==> config.mk <==
export PLATFORM = sky130hd
export DESIGN_NAME = circular_process_list_core
export DESIGN_NICKNAME = d
export VERILOG_FILES = /design/src/design/cpl_pkg.sv /design/src/design/cpl_mem.sv /design/src/design/cpl_seq.sv /design/src/design/circular_process_list_core.sv
export SDC_FILE = /design/constraint.sdc
export NUM_CORES = 1
export LEC_CHECK = 0
export BUFFER_PORTS_ARGS = -buffer_cell sky130_fd_sc_hd__buf_2
export CORE_MARGIN = 2
export CORE_UTILIZATION = 45
export DETAILED_ROUTE_END_ITERATION = 6
export GPL_ROUTABILITY_DRIVEN = 0
export PLACE_DENSITY_LB_ADDON = 0.2
export SLEW_MARGIN = 10
export SYNTH_ARGS = -nofsm -noshare
export SYNTH_HDL_FRONTEND = slang
export SYNTH_HIERARCHICAL = 1
export SYNTH_SLANG_ARGS = --single-unit
==> constraint.sdc <==
create_clock -name clk_i -period 8.9 [get_ports clk_i]
set_clock_uncertainty 0.05 [all_clocks]
set_input_delay 1.335 -clock clk_i [delete_from_list [all_inputs] [get_ports clk_i]]
set_output_delay 1.335 -clock clk_i [all_outputs]
set_load 0.05 [all_outputs]
==> src/design/cpl_pkg.sv <==
`timescale 1ns / 1ps
package cpl_pkg;

  localparam int unsigned CAPACITY = 32;
  localparam int unsigned IDX_W    = $clog2(CAPACITY);
  localparam int unsigned CNT_W    = $clog2(CAPACITY + 1);
  localparam int unsigned ID_W     = 32;

  // command codes
  localparam logic [1:0] CMD_ADD  = 2'd0;
  localparam logic [1:0] CMD_DEL  = 2'd1;
  localparam logic [1:0] CMD_LIST = 2'd2;

  // result kinds
  localparam logic [2:0] KIND_ADDED     = 3'd0;
  localparam logic [2:0] KIND_FULL      = 3'd1;
  localparam logic [2:0] KIND_DELETED   = 3'd2;
  localparam logic [2:0] KIND_NOT_FOUND = 3'd3;
  localparam logic [2:0] KIND_ENTRY     = 3'd4;
  localparam logic [2:0] KIND_EMPTY     = 3'd5;

  typedef struct packed {
    logic [1:0]             cmd;
    logic signed [ID_W-1:0] process_id;
  } in_item_t;

  typedef struct packed {
    logic [2:0]             kind;
    logic signed [ID_W-1:0] process_id_out;
    logic                   last;
  } out_item_t;

  typedef struct packed {
    logic             we;
    logic [IDX_W-1:0] waddr;
    logic [ID_W-1:0]  wdata;
    logic             re;
    logic [IDX_W-1:0] raddr;
  } mem_req_t;

  typedef enum logic [3:0] {
    S_IDLE,
    S_ADD_RD,
    S_ADD_MV,
    S_DEL_RD,
    S_DEL_CMP,
    S_SH_RD,
    S_SH_WR,
    S_LST_RD,
    S_LST_OUT,
    S_RESP
  } state_e;

endpackage

==> src/design/cpl_mem.sv <==
`timescale 1ns / 1ps
module cpl_mem (
  input  logic                     clk_i,
  input  cpl_pkg::mem_req_t        req_i,
  output logic [cpl_pkg::ID_W-1:0] rdata_o
);
  import cpl_pkg::*;

  logic [ID_W-1:0] mem [CAPACITY];
  logic [ID_W-1:0] rdata_q;

  // read returns the old word when the same address is written
  always_ff @(posedge clk_i) begin
    if (req_i.we) begin
      mem[req_i.waddr] <= req_i.wdata;
    end
    if (req_i.re) begin
      rdata_q <= mem[req_i.raddr];
    end
  end

  assign rdata_o = rdata_q;

endmodule

==> src/design/cpl_seq.sv <==
`timescale 1ns / 1ps
module cpl_seq (
  input  logic                     clk_i,
  input  logic                     rst_ni,
  input  logic                     in_valid_i,
  output logic                     in_ready_o,
  input  cpl_pkg::in_item_t        in_data_i,
  output logic                     res_valid_o,
  input  logic                     res_ready_i,
  output cpl_pkg::out_item_t       res_data_o,
  output cpl_pkg::mem_req_t        mem_req_o,
  input  logic [cpl_pkg::ID_W-1:0] mem_rdata_i
);
  import cpl_pkg::*;

  state_e           state_q, state_d;
  logic [CNT_W-1:0] count_q, count_d;
  logic [IDX_W-1:0] idx_q, idx_d;
  logic [ID_W-1:0]  id_q, id_d;
  logic [2:0]       kind_q, kind_d;

  logic [IDX_W-1:0] idx_p1;
  logic [IDX_W-1:0] idx_p2;
  logic             at_last;
  logic             more;
  logic             hit;

  assign idx_p1  = idx_q + IDX_W'(1);
  assign idx_p2  = idx_q + IDX_W'(2);
  assign at_last = (CNT_W'(idx_q) == (count_q - CNT_W'(1)));
  assign more    = ((CNT_W+1)'(idx_q) + (CNT_W+1)'(2)) < (CNT_W+1)'(count_q);
  // the one shared comparator: stored word against the searched ID
  assign hit     = (mem_rdata_i == id_q);

  always_comb begin
    state_d = state_q;
    unique case (state_q)
      S_IDLE: begin
        if (in_valid_i) begin
          case (in_data_i.cmd)
            CMD_ADD:  state_d = (count_q == CNT_W'(CAPACITY)) ? S_RESP : S_ADD_RD;
            CMD_DEL:  state_d = (count_q == '0) ? S_RESP : S_DEL_RD;
            CMD_LIST: state_d = (count_q == '0) ? S_RESP : S_LST_RD;
            default:  state_d = S_IDLE;
          endcase
        end
      end
      S_ADD_RD:  state_d = (count_q == '0) ? S_RESP : S_ADD_MV;
      S_ADD_MV:  state_d = S_RESP;
      S_DEL_RD:  state_d = S_DEL_CMP;
      S_DEL_CMP: begin
        if (hit) begin
          state_d = S_SH_RD;
        end else if (at_last) begin
          state_d = S_RESP;
        end
      end
      S_SH_RD:   state_d = at_last ? S_RESP : S_SH_WR;
      S_SH_WR:   state_d = more ? S_SH_WR : S_RESP;
      S_LST_RD:  state_d = S_LST_OUT;
      S_LST_OUT: begin
        if (res_ready_i && at_last) begin
          state_d = S_IDLE;
        end
      end
      S_RESP: begin
        if (res_ready_i) begin
          state_d = S_IDLE;
        end
      end
      default:   state_d = S_IDLE;
    endcase
  end

  always_comb begin
    count_d     = count_q;
    idx_d       = idx_q;
    id_d        = id_q;
    kind_d      = kind_q;
    in_ready_o  = 1'b0;
    res_valid_o = 1'b0;
    res_data_o  = '{kind: kind_q,
                    process_id_out: (kind_q == KIND_EMPTY) ? '0 : id_q,
                    last: 1'b1};
    mem_req_o   = '0;
    unique case (state_q)
      S_IDLE: begin
        in_ready_o = 1'b1;
        if (in_valid_i) begin
          id_d  = in_data_i.process_id;
          idx_d = '0;
          case (in_data_i.cmd)
            CMD_ADD:  kind_d = KIND_FULL;
            CMD_DEL:  kind_d = KIND_NOT_FOUND;
            default:  kind_d = KIND_EMPTY;
          endcase
        end
      end
      S_ADD_RD: begin
        // write the new head and fetch the old one in the same cycle
        mem_req_o.we    = 1'b1;
        mem_req_o.waddr = '0;
        mem_req_o.wdata = id_q;
        mem_req_o.re    = 1'b1;
        mem_req_o.raddr = '0;
        if (count_q == '0) begin
          count_d = count_q + CNT_W'(1);
          kind_d  = KIND_ADDED;
        end
      end
      S_ADD_MV: begin
        // old head goes to the tail
        mem_req_o.we    = 1'b1;
        mem_req_o.waddr = count_q[IDX_W-1:0];
        mem_req_o.wdata = mem_rdata_i;
        count_d         = count_q + CNT_W'(1);
        kind_d          = KIND_ADDED;
      end
      S_DEL_RD: begin
        mem_req_o.re    = 1'b1;
        mem_req_o.raddr = idx_q;
      end
      S_DEL_CMP: begin
        if (hit) begin
          kind_d = KIND_DELETED;
        end else if (!at_last) begin
          mem_req_o.re    = 1'b1;
          mem_req_o.raddr = idx_p1;
          idx_d           = idx_p1;
        end
      end
      S_SH_RD: begin
        if (at_last) begin
          count_d = count_q - CNT_W'(1);
        end else begin
          mem_req_o.re    = 1'b1;
          mem_req_o.raddr = idx_p1;
        end
      end
      S_SH_WR: begin
        // close the gap: entry idx takes its successor, fetch the next one
        mem_req_o.we    = 1'b1;
        mem_req_o.waddr = idx_q;
        mem_req_o.wdata = mem_rdata_i;
        if (more) begin
          mem_req_o.re    = 1'b1;
          mem_req_o.raddr = idx_p2;
          idx_d           = idx_p1;
        end else begin
          count_d = count_q - CNT_W'(1);
        end
      end
      S_LST_RD: begin
        mem_req_o.re    = 1'b1;
        mem_req_o.raddr = idx_q;
      end
      S_LST_OUT: begin
        res_valid_o = 1'b1;
        res_data_o  = '{kind: KIND_ENTRY, process_id_out: mem_rdata_i, last: at_last};
        // hold the read word until it is taken
        if (res_ready_i && !at_last) begin
          mem_req_o.re    = 1'b1;
          mem_req_o.raddr = idx_p1;
          idx_d           = idx_p1;
        end
      end
      S_RESP: begin
        res_valid_o = 1'b1;
      end
      default: begin
      end
    endcase
  end

  always_ff @(posedge clk_i or negedge rst_ni) begin
    if (!rst_ni) begin
      state_q <= S_IDLE;
      count_q <= '0;
      idx_q   <= '0;
    end else begin
      state_q <= state_d;
      count_q <= count_d;
      idx_q   <= idx_d;
    end
  end

  always_ff @(posedge clk_i) begin
    id_q   <= id_d;
    kind_q <= kind_d;
  end

  a_count_range: assert property (@(posedge clk_i) disable iff (!rst_ni)
    count_q <= CNT_W'(CAPACITY))
    else $error("entry count beyond capacity");

  a_count_step: assert property (@(posedge clk_i) disable iff (!rst_ni)
    (count_q == $past(count_q)) || (count_q == $past(count_q) + CNT_W'(1)) ||
    (count_q + CNT_W'(1) == $past(count_q)))
    else $error("entry count moved by more than one");

  a_list_idx: assert property (@(posedge clk_i) disable iff (!rst_ni)
    (state_q == S_LST_OUT) |-> (CNT_W'(idx_q) < count_q))
    else $error("list walk past the last entry");

  a_no_write_idle: assert property (@(posedge clk_i) disable iff (!rst_ni)
    (state_q == S_IDLE || state_q == S_RESP || state_q == S_LST_OUT) |-> !mem_req_o.we)
    else $error("memory write outside an update sequence");

  a_count_idle: assert property (@(posedge clk_i) disable iff (!rst_ni)
    (state_q == S_IDLE && $past(state_q) == S_IDLE) |-> $stable(count_q))
    else $error("entry count changed while idle");

endmodule

==> src/design/circular_process_list_core.sv <==
`timescale 1ns / 1ps
// Ring of up to 32 process IDs, head first, held in a single-port-write memory.
// Input channel (in_valid_i / in_ready_o / in_data_i) takes one command word:
// add, delete by ID or list. Output channel (out_valid_o / out_ready_i /
// out_data_o) returns result words; the final word of each command has last set.
// Commands are taken one at a time; in_ready_o is high only when the sequencer
// is idle. Command code 3 is consumed without a result.
// Steps from acceptance to the result entering the output register:
//   add:    write the new head and read the old one, then move the old head
//           to the tail; an empty list skips the move, a full list is refused
//   delete: read and compare the entries in order; on a match, the entries
//           behind it move down one place; an empty list is answered directly
//   list:   read the entries in order, one word per cycle while the output
//           register takes them, count words in all; an empty list gives the
//           empty word
// The memory read port, with its registered read data, paces these steps.
// The output register keeps a finished word while the receiver stalls; the
// sequencer holds in place (and a list walk pauses) until the word is taken.
// Reset empties the list at once; no clearing pass is needed, since memory
// words are only read below the entry count.
module circular_process_list_core (
  input  logic               clk_i,
  input  logic               rst_ni,
  input  logic               in_valid_i,
  output logic               in_ready_o,
  input  cpl_pkg::in_item_t  in_data_i,
  output logic               out_valid_o,
  input  logic               out_ready_i,
  output cpl_pkg::out_item_t out_data_o
);
  import cpl_pkg::*;

  logic            res_valid;
  logic            res_ready;
  out_item_t       res_data;
  mem_req_t        mem_req;
  logic [ID_W-1:0] mem_rdata;

  logic            out_valid_q;
  out_item_t       out_data_q;

  cpl_seq u_seq (
    .clk_i       (clk_i),
    .rst_ni      (rst_ni),
    .in_valid_i  (in_valid_i),
    .in_ready_o  (in_ready_o),
    .in_data_i   (in_data_i),
    .res_valid_o (res_valid),
    .res_ready_i (res_ready),
    .res_data_o  (res_data),
    .mem_req_o   (mem_req),
    .mem_rdata_i (mem_rdata)
  );

  cpl_mem u_mem (
    .clk_i   (clk_i),
    .req_i   (mem_req),
    .rdata_o (mem_rdata)
  );

  // output register: load when empty or being drained
  assign res_ready = !out_valid_q || out_ready_i;

  always_ff @(posedge clk_i or negedge rst_ni) begin
    if (!rst_ni) begin
      out_valid_q <= 1'b0;
    end else if (res_ready) begin
      out_valid_q <= res_valid;
    end
  end

  always_ff @(posedge clk_i) begin
    if (res_ready && res_valid) begin
      out_data_q <= res_data;
    end
  end

  assign out_valid_o = out_valid_q;
  assign out_data_o  = out_data_q;

endmodule

Yosys cells after proc, flatten, opt, wreduce, memory -nomap -nowiden
Memories as Yosys holds them, arrays and structs flattened. A register that Yosys moved wholly into a read port is not among the register bits.
Index checks and enable logic that the tools add are counted.
{"block": "totals", "out_inout_bits": 38, "latchBits": 0, "romBits": 0, "mem_count": 1, "word_cells": 102, "ramBits": 1024, "regBits": 87, "in_bits": 38}
{"block": "op_classes", "div": 0, "eq_ne": 27, "n_shift": 0, "n_reduce_logical": 19, "mux": 40, "bitwise": 0, "order_cmp": 1, "multipliers": 0, "add_sub_neg": 5}
{"memory": "u_mem.mem", "depth": 32, "word_bits": 32, "read_ports": 1, "rd_ports_with_merged_regs": 1, "write_ports": 1, "line_no": "cpl_mem.sv:9", "rtl": "logic [ID_W-1:0] mem [CAPACITY];"}
{"op": "case mux 38 bit (3 select lines)", "n": 1}
{"op": "two-way mux 4 bit", "n": 11}
{"op": "two-way mux 6 bit", "n": 7}
{"op": "case mux 4 bit (10 select lines)", "n": 1}
{"op": "case mux 6 bit (6 select lines)", "n": 1}
{"op": "two-way mux 33 bit", "n": 1}
{"op": "== test 32 bit", "n": 1}
{"op": "two-way mux 32 bit", "n": 1}
{"op": "two-way mux 5 bit", "n": 5}
{"op": "case mux 6 bit (4 select lines)", "n": 1}
{"op": "case mux 5 bit (4 select lines)", "n": 1}
{"op": "== test 4 x 3 -> 1 bit, second input constant", "n": 4}
{"op": "inequality test 2 x 1 -> 1 bit, second input constant", "n": 6}
{"op": "case mux 3 bit (4 select lines)", "n": 1}
{"op": "case mux 4 bit (3 select lines)", "n": 1}
{"op": "AND reduction 4 bit", "n": 3}
{"op": "nonzero test 4 bit", "n": 3}
{"op": "inequality test 2 bit, second input constant", "n": 5}
{"op": "two-way mux 3 bit", "n": 3}
{"op": "== test 4 x 2 -> 1 bit, second input constant", "n": 2}
{"op": "== test 4 bit, second input constant", "n": 2}
{"op": "< comparator 7 x 6 -> 1 bit", "n": 1}
{"op": "adder 5 x 2 -> 6 bit, second input constant", "n": 1}
{"op": "adder 6 x 1 -> 6 bit, second input constant", "n": 1}
{"op": "other kinds (21)", "n": 28}

Longest topological paths before layout
Gate-level depths: netlist (run 1).
{"block": "depth", "word_depth": 6, "mapped_depth": 17, "mapped_depth_nobuf": 14}

By module
The synthesis (run 1) kept the hierarchy.
{"module": "cpl_mem", "seq_area_each_um2": 31710.4, "instances": 1, "cells_per_inst": 2260, "area_each_um2": 40805.4}
{"module": "cpl_seq", "seq_area_each_um2": 1426.4, "instances": 1, "cells_per_inst": 453, "area_each_um2": 3917.5}
{"module": "circular_process_list_core", "seq_area_each_um2": 1106.1, "instances": 1, "cells_per_inst": 40, "area_each_um2": 1134.8}

Worst setup path before layout (run 1)
Ideal clock, no wire load.
{"block": "synth_path", "kind": "flip-flop to flip-flop", "startpoint": "register u_seq.state_q[2]", "endpoint": "memory u_mem.mem[28][0], enable pin", "setup_ns": 0.421, "path_buffers": 3, "t_arrival_ns": 3.564, "stages_incl_launch_ff": 8, "t_required_ns": 8.429, "synth_period_minus_slack_ns": 4.035, "path_slack_ns": 4.865, "cell_sequence": "dfrtp_1 -> clkbuf_1 -> nor3_1 -> clkbuf_1 -> nand2b_1 -> or3b_2 -> clkbuf_1 -> nor2_1"}
{"element": "from (decl)", "line_no": "cpl_seq.sv:16", "rtl": "state_e state_q, state_d;"}
{"element": "from (signal assigned)", "line_no": "cpl_seq.sv:181", "rtl": "state_q <= state_d;"}
{"element": "to (decl)", "line_no": "cpl_mem.sv:9"}

==> results of run 1 <==
## final cells by class
type                    count  area (µm²)  area share [%]
clock inverters            73         683            1.33
well taps                1368        1710            3.32
flip-flops and latches   1143       34200            66.5
inverters                  20        75.1           0.146
repair buffers            128         861            1.67
multi-input cells        1438       11000            21.3
clock buffers             139        2970            5.76
## cells in the final DEF, fill, tap and decap left out, drive strengths merged, types with 10 or more instances in the layout
cell type and instances:
bufinv 11, nand2b 12, a31oi 35, dfrtp 16, nor4 10, a22oi 99
inv 24, xor2 34, xnor2 13, nand2 176, nand3 106, clkinv 51
a21oi 106, mux2i 520, nor2 60, o21ai 42, nor3 45, a22o 97
edfxtp 1127, clkbuf 139, buf 128, ha 11
## state kept, by name, indices dropped and copies added (netlist names)
register	cells
u_seq/idx_q	5
u_seq/kind_q	3
out_valid_o	1
u_seq/id_q	32
u_seq/count_q	6
out_data_o	36
u_mem/rdata_o	32
u_mem/mem	1024
u_seq/state_q	4
## report_power, final
group / switching, mW / internal, mW / leakage (nW) / total [mW]
registers: 0.301 / 6.88 / 10.6 / 7.18
clock network: 1.99 / 2.69 / 1.77 / 4.68
logic: 2.87 / 1.46 / 3.95 / 4.33
## worst max-delay path by stage
stage / from / end / slack [ns]
2_1_floorplan: u_seq/state_q[2]$_DFFE_PN0P_ / u_mem/mem[28][0]$_DFFE_PP_ / 4.87
3_3_place_gp: u_seq/id_q[4]$_DFFE_PP_ / u_mem/rdata_o[23]$_DFFE_PP_ / 3.53
3_5_place_dp: u_seq/id_q[4]$_DFFE_PP_ / u_mem/rdata_o[23]$_DFFE_PP_ / 3.43
4_1_cts: u_seq/id_q[4]$_DFFE_PP_ / u_mem/rdata_o[23]$_DFFE_PP_ / 3.44
5_1_grt: u_seq/id_q[4]$_DFFE_PP_ / u_mem/rdata_o[24]$_DFFE_PP_ / 3.24
6_report: u_seq/id_q[4]$_DFFE_PP_ / u_mem/rdata_o[23]$_DFFE_PP_ / 3.39
## cells in the mapped netlist (all sizes together) (35+ instances only)
library cell,number,area [µm²]
buf,84,594
a22oi,99,743
mux2i,520,5200
a31oi,35,219
o21ai,42,214
clkbuf,68,263
edfxtp,1127,33800
a21oi,106,542
nand2,176,661
nor3,45,235
nand3,106,531
nor2,60,228
a22o,97,851
## logic make-up (layout without fill, tap and decap cells)
logic type / count (synthesis) / count (layout) / synth area share, %
AOI/OAI and AO/OA: 415 / 415 / 6.28
xor gates and xnor gates: 47 / 47 / 0.898
adders and majority gates: 11 / 11 / 0.300
buffers and inverters: 172 / 360 / 2.03
DFF: 1143 / 1143 / 74.7
muxes: 520 / 520 / 11.4
and+or+nand+nor: 445 / 445 / 4.47
## stage by stage
stage          util [%]  power (mW)  hold slack (ns)  cells  setup WS [ns]
6_report           50.8        16.2            0.519   4309           3.39
5_1_grt            50.8        16.8            0.543   4309           3.24
4_1_cts            50.8        16.2            0.502   4309           3.44
3_5_place_dp       47.2        11.6            0.504   4097           3.43
3_3_place_gp       47.2        11.5            0.485   4097           3.53
2_1_floorplan         -        10.3            0.456   2753           4.87
## per-layer routing
metal  vias up  global-route usage (%)  share of wire [%]
met3       212                    3.69                7.8
met4         0                    8.21                3.3
li1      11000                       -                  -
met5         -                       0                  0
met2      1149                    37.0                 46
met1     13200                    33.6                 43
## worst register-to-register path: stages (launching register included)
cell      delay (ns)
edfxtp_1        0.43
xor2_1          0.20
nor4_1          0.79
nand4_1         0.57
o21ai_2         0.44
a21oi_4         0.15
a221o_1         0.48
nor2_4          0.71
buf_4           0.74
a22o_1          0.32
nor3_1          0.05
a31oi_1         0.24
nand3_1         0.10
==> flow_metrics.py, run 1 <==
metrics = {
    "critical_path": {
        "crit_required_ns": 9.29,
        "path_class": "flop to flop",
        "cp_top_family": "simple AND/OR/NAND/NOR gates",
        "crit_fanout": 51,
        "cp.depth": 12,
        "worstPathArrival_ns": 5.90,
        "r2r_setup_slack_ns": 3.39,
        "end_kind": "flop",
        "crit_chain": "xor2_1 > nor4_1 > nand4_1 > o21ai_2 > a21oi_4 > a221o_1 > nor2_4 > buf_4 > a22o_1 > nor3_1 > a31oi_1 > nand3_1",
        "r2r-end": "u_mem/rdata_o[23]$_DFFE_PP_",
        "r2r_start": "u_seq/id_q[4]$_DFFE_PP_",
        "worstPathBufferInverterCount": 1,
        "slowest_delay_ns": 0.79,
        "r2r_cells": 12,
        "critPathSlowestCell": "nor4_1",
        "worst_setup_path_start_kind": "flop",
    },
    "hold_path": {
        "min_from": "u_seq/kind_q[2]$_DFFE_PP_",
        "hp-class": "flop to flop",
        "holdPathEnd": "out_data_o[35]$_DFFE_PP_",
        "whs_path_depth": 1,
    },
    "finish": {
        "final_area_um2": 51500,
        "drive_above_1_share_pct": 11.9,
        "diodes": 0,
        "synthToLayoutAreaGrowth_pct": 12.4,
        "nets": 2893,
        "fill_cells": 8208,
    },
    "routing": {
        "drt_pass1_iterations": 6,
        "via_count": 25600,
        "antenna_left": 0,
        "drt_wl_total_mm": 124,
        "viasPerCell": 5.94,
        "post-route-drc-count": 0,
        "drtIter0Drc": 3087,
        "wl_per_cell_um": 28.8,
    },
    "global_route": {
        "grt_usage_pct": 23.6,
        "grt_pass1_vias": 24800,
        "grt_max_degree": 142,
        "grt_remaining_overflow": 0,
        "grt_first_pass_wirelength_mm": 176,
        "antenna_found_initial": 2,
    },
    "sta": {
        "rsz0062_at_grt": "no",
        "max_freq_ghz": 0.181,
        "slew_headroom_pct": 21.2,
        "layout_min_cycle_time_ns": 5.51,
        "worst_slew_pin_slew_ns": 1.18,
        "hold_viol_final": 0,
        "slew_viol_final": 0,
        "setup_tns_ns": 0,
        "setup_viol": 0,
        "finalCritPeriodShare_pct": 61.9,
    },
    "clocking": {
        "clockRootBuffer": "clkbuf_16",
        "numCtsBuffers": 113,
        "holdBufCountCts": 0,
        "h-tree-depth": 3,
        "ctsResizeCount": 0,
        "cts_setup_buffers": 0,
        "cts.path.max_buffers": 3,
        "cts.sinks": 1143,
        "path_clk_slew_ns": 0.06,
        "clk-insertion-delay-late_ns": 0.70,
        "tritoncts": "yes",
    },
    "power": {
        "p_leak_nw": 16.3,
        "cellPowerDensity_nw_per_um2": 314,
        "max-vdd-ir-drop_uv": 258,
    },
    "floorplanning": {
        "core-area_um2": 101000,
        "start_util_pct": 45.2,
        "dieArea_um2": 104000,
        "std_cell_rows": 117,
        "num_io_pins": 76,
        "fp.dieW_um": 323,
        "die_h_um": 323,
    },
    "synth": {
        "avgSynthCellArea_um2": 16.7,
        "synthDistinctLibCells": 63,
        "synthesis.nets": 2802,
        "synthArstFlopShare_pct": 1.40,
        "syn_area_um2": 45900,
        "synth_top_flop_cell": "edfxtp_1",
        "ys_ff_latch": 1143,
        "ys.warnings.count": 6,
        "synth_edf_count": 1127,
        "ys_seq_area_share_pct": 74.7,
        "syn-instance-count": 2753,
    },
    "run": {
        "maxCapViolCount": 0,
    },
    "placement": {
        "port_buffers": 75,
        "postPlaceCellArea_um2": 47900,
        "hpwl_mm": 64.5,
    },
    "outcome": {
        "outcome": "completed",
    },
}
Note: power is estimated with default switching activity, not from simulation.
==> run 2: changes to the inputs <==
Clock period 8.9 ns to 5.3 ns, I/O delays scaled along.
==> run 2 against run 1 <==
  * Non-clock buffer count rose by 45
  * Routed wire length is 1.3% higher
  * Critical path type unchanged
  * Via count grew 0.98%
  * Die area did not move
==> flow_metrics.py, run 2 (synthesized netlist as in run 1, its figures left out) <==
metrics = {
    "critical_path": {
        "r2r_cells": 13,
        "end_kind": "flop",
        "crit_fanout": 28,
        "crit_required_ns": 5.65,
        "critPathSlowestCell": "and2b_4",
        "crit_chain": "xor2_1 > nor4_1 > nand4_1 > o21ai_2 > a21oi_4 > a22oi_1 > o21ai_0 > and2b_4 > buf_12 > a22o_1 > nor3_1 > a31oi_1 > nand3_1",
        "slowest_delay_ns": 0.62,
        "worstPathArrival_ns": 5.08,
        "worst_setup_path_start_kind": "flop",
        "path_class": "flop to flop",
    },
    "floorplanning": {
        "fp.dieW_um": 323,
        "die_h_um": 323,
        "dieArea_um2": 104000,
        "core-area_um2": 101000,
        "num_io_pins": 76,
        "start_util_pct": 45.2,
        "std_cell_rows": 117,
    },
    "power": {
        "swShare_pct": 31.9,
        "combPwrFrac_pct": 27.3,
        "power_frac_seq_pct": 43.9,
        "p_sw_mw": 8.80,
        "p_leak_nw": 16.7,
        "power.internal_mw": 18.8,
        "max-vdd-ir-drop_uv": 380,
        "clockPowerShare_pct": 28.8,
        "cellPowerDensity_nw_per_um2": 528,
    },
    "routing": {
        "post-route-drc-count": 0,
        "viasPerCell": 5.94,
        "drt_pass1_iterations": 5,
        "drtIter0Drc": 3151,
        "antenna_left": 0,
        "drt_wl_total_mm": 126,
        "via_count": 25900,
        "wl_per_cell_um": 28.9,
    },
    "sta": {
        "setup_tns_ns": 0,
        "worst_slew_pin_slew_ns": 1.26,
        "slew_headroom_pct": 16.0,
        "hold_viol_final": 0,
        "setup_viol": 0,
        "slew_viol_final": 0,
        "layout_min_cycle_time_ns": 4.73,
        "max_freq_ghz": 0.211,
        "rsz0062_at_grt": "no",
        "finalCritPeriodShare_pct": 89.3,
    },
    "finish": {
        "diodes": 0,
        "fill_cells": 8138,
        "regMostFlops": "u_mem/mem",
        "drive_above_1_share_pct": 13.4,
        "largest_register_ffs": 1024,
        "final_cell_mix": "edfxtp_1 (1127), mux2i_1 (520), nand2_1 (175)",
        "layout_commonest_cell": "edfxtp_1",
        "synthToLayoutAreaGrowth_pct": 14.0,
        "final_area_um2": 52300,
        "nets": 2939,
    },
    "global_route": {
        "grt_usage_pct": 23.9,
        "grt_max_degree": 75,
        "antenna_found_initial": 0,
        "grt_pass1_vias": 25000,
        "grt_first_pass_wirelength_mm": 178,
        "grt_remaining_overflow": 0,
    },
    "clocking": {
        "path_clk_slew_ns": 0.06,
        "tritoncts": "yes",
        "clockRootBuffer": "clkbuf_16",
        "numCtsBuffers": 114,
        "cts.path.max_buffers": 3,
        "cts.sinks": 1143,
        "h-tree-depth": 3,
        "clk-insertion-delay-late_ns": 0.70,
    },
    "placement": {
        "port_buffers": 75,
        "postPlaceCellArea_um2": 48600,
        "hpwl_mm": 69.8,
    },
    "outcome": {
        "outcome": "completed",
    },
    "hold_path": {
        "whs_path_depth": 1,
        "hp-class": "input pin to flop",
    },
    "run": {
        "maxCapViolCount": 0,
    },
}
-- run 2: cell types whose count changed in the layout (fill, tap and decap cells not counted), sizes merged --
cell,delta
clkinv,+3
buf,+44
clkbuf,-3
dlygate4sd3,+1
bufinv,+1
-- run 2: final cells by class --
type / count / area [µm²] / area share, %
repair buffers: 173 / 1570 / 3.01
clock buffers: 136 / 2980 / 5.70
well taps: 1368 / 1710 / 3.27
multi-input cells: 1438 / 11000 / 21.0
flip-flops and latches: 1143 / 34200 / 65.5
clock inverters: 77 / 723 / 1.38
inverters: 20 / 75.1 / 0.144
-- run 2: metal layers --
layer  share of wire, %  GRT usage (%)  vias up
li1                   -              -    11100
met2                 46           37.9     1099
met4                2.7           6.82        0
met5                  0              0        -
met3                7.5           4.10      191
met1                 43           34.1    13500
-- run 2: power by group through the flow --
stage | Clock, mW | Sequential (mW) | Combinational [mW]
2_1_floorplan | 0 | 12.2 | 5.06
3_3_place_gp | 0 | 12.2 | 7.37
3_5_place_dp | 0 | 12.3 | 7.50
4_1_cts | 8.08 | 12.1 | 7.52
5_1_grt | 8.47 | 12.1 | 8.06
6_report | 7.95 | 12.1 | 7.54
-- run 2: critical path: cells and delay by family, from the launching register on --
family / cells / cell delay [ns]
xor+xnor: 1 / 0.23
compound gates: 6 / 1.46
simple gates: 5 / 1.78
buf+inv: 1 / 0.28
flops: 1 / 0.60
-- run 2: timing repair --
item | in CTS | in global routing
gates resized for setup | 0 | 0
endpoints found under the hold margin | 16 | 0
hold buffers | 1 | 0
buffers inserted | 0 | 0
-- run 2: through the flow --
step                      total power, mW  hold slack (ns)  setup slack [ns]  cells  utilization [%]
after CTS                            27.7            0.184             0.595   4354             51.5
final                                27.6            0.224             0.568   4355             51.5
after global placement               19.6            0.481             0.558   4140             47.9
after detailed placement             19.8            0.478             0.592   4140             47.9
after floorplan                      17.3            0.449              1.27   2753                -
after global routing                 28.6            0.201             0.404   4355             51.5
-- run 2: final timing paths --
path / endpoint / startpoint / slack [ns]
setup reg to reg: u_mem/rdata_o[22]$_DFFE_PP_ / u_seq/id_q[1]$_DFFE_PP_ / 0.57
hold reg to reg: out_data_o[35]$_DFFE_PP_ / u_seq/kind_q[2]$_DFFE_PP_ / 0.50
hold / removal: u_seq/id_q[15]$_DFFE_PP_ / in_data_i[15] / 0.22
max in group asynchronous: u_seq/idx_q[2]$_DFFE_PN0P_ / rst_ni / 4.36
setup / recovery: u_mem/rdata_o[22]$_DFFE_PP_ / u_seq/id_q[1]$_DFFE_PP_ / 0.57
min in group asynchronous: u_seq/state_q[2]$_DFFE_PN0P_ / rst_ni / 0.52
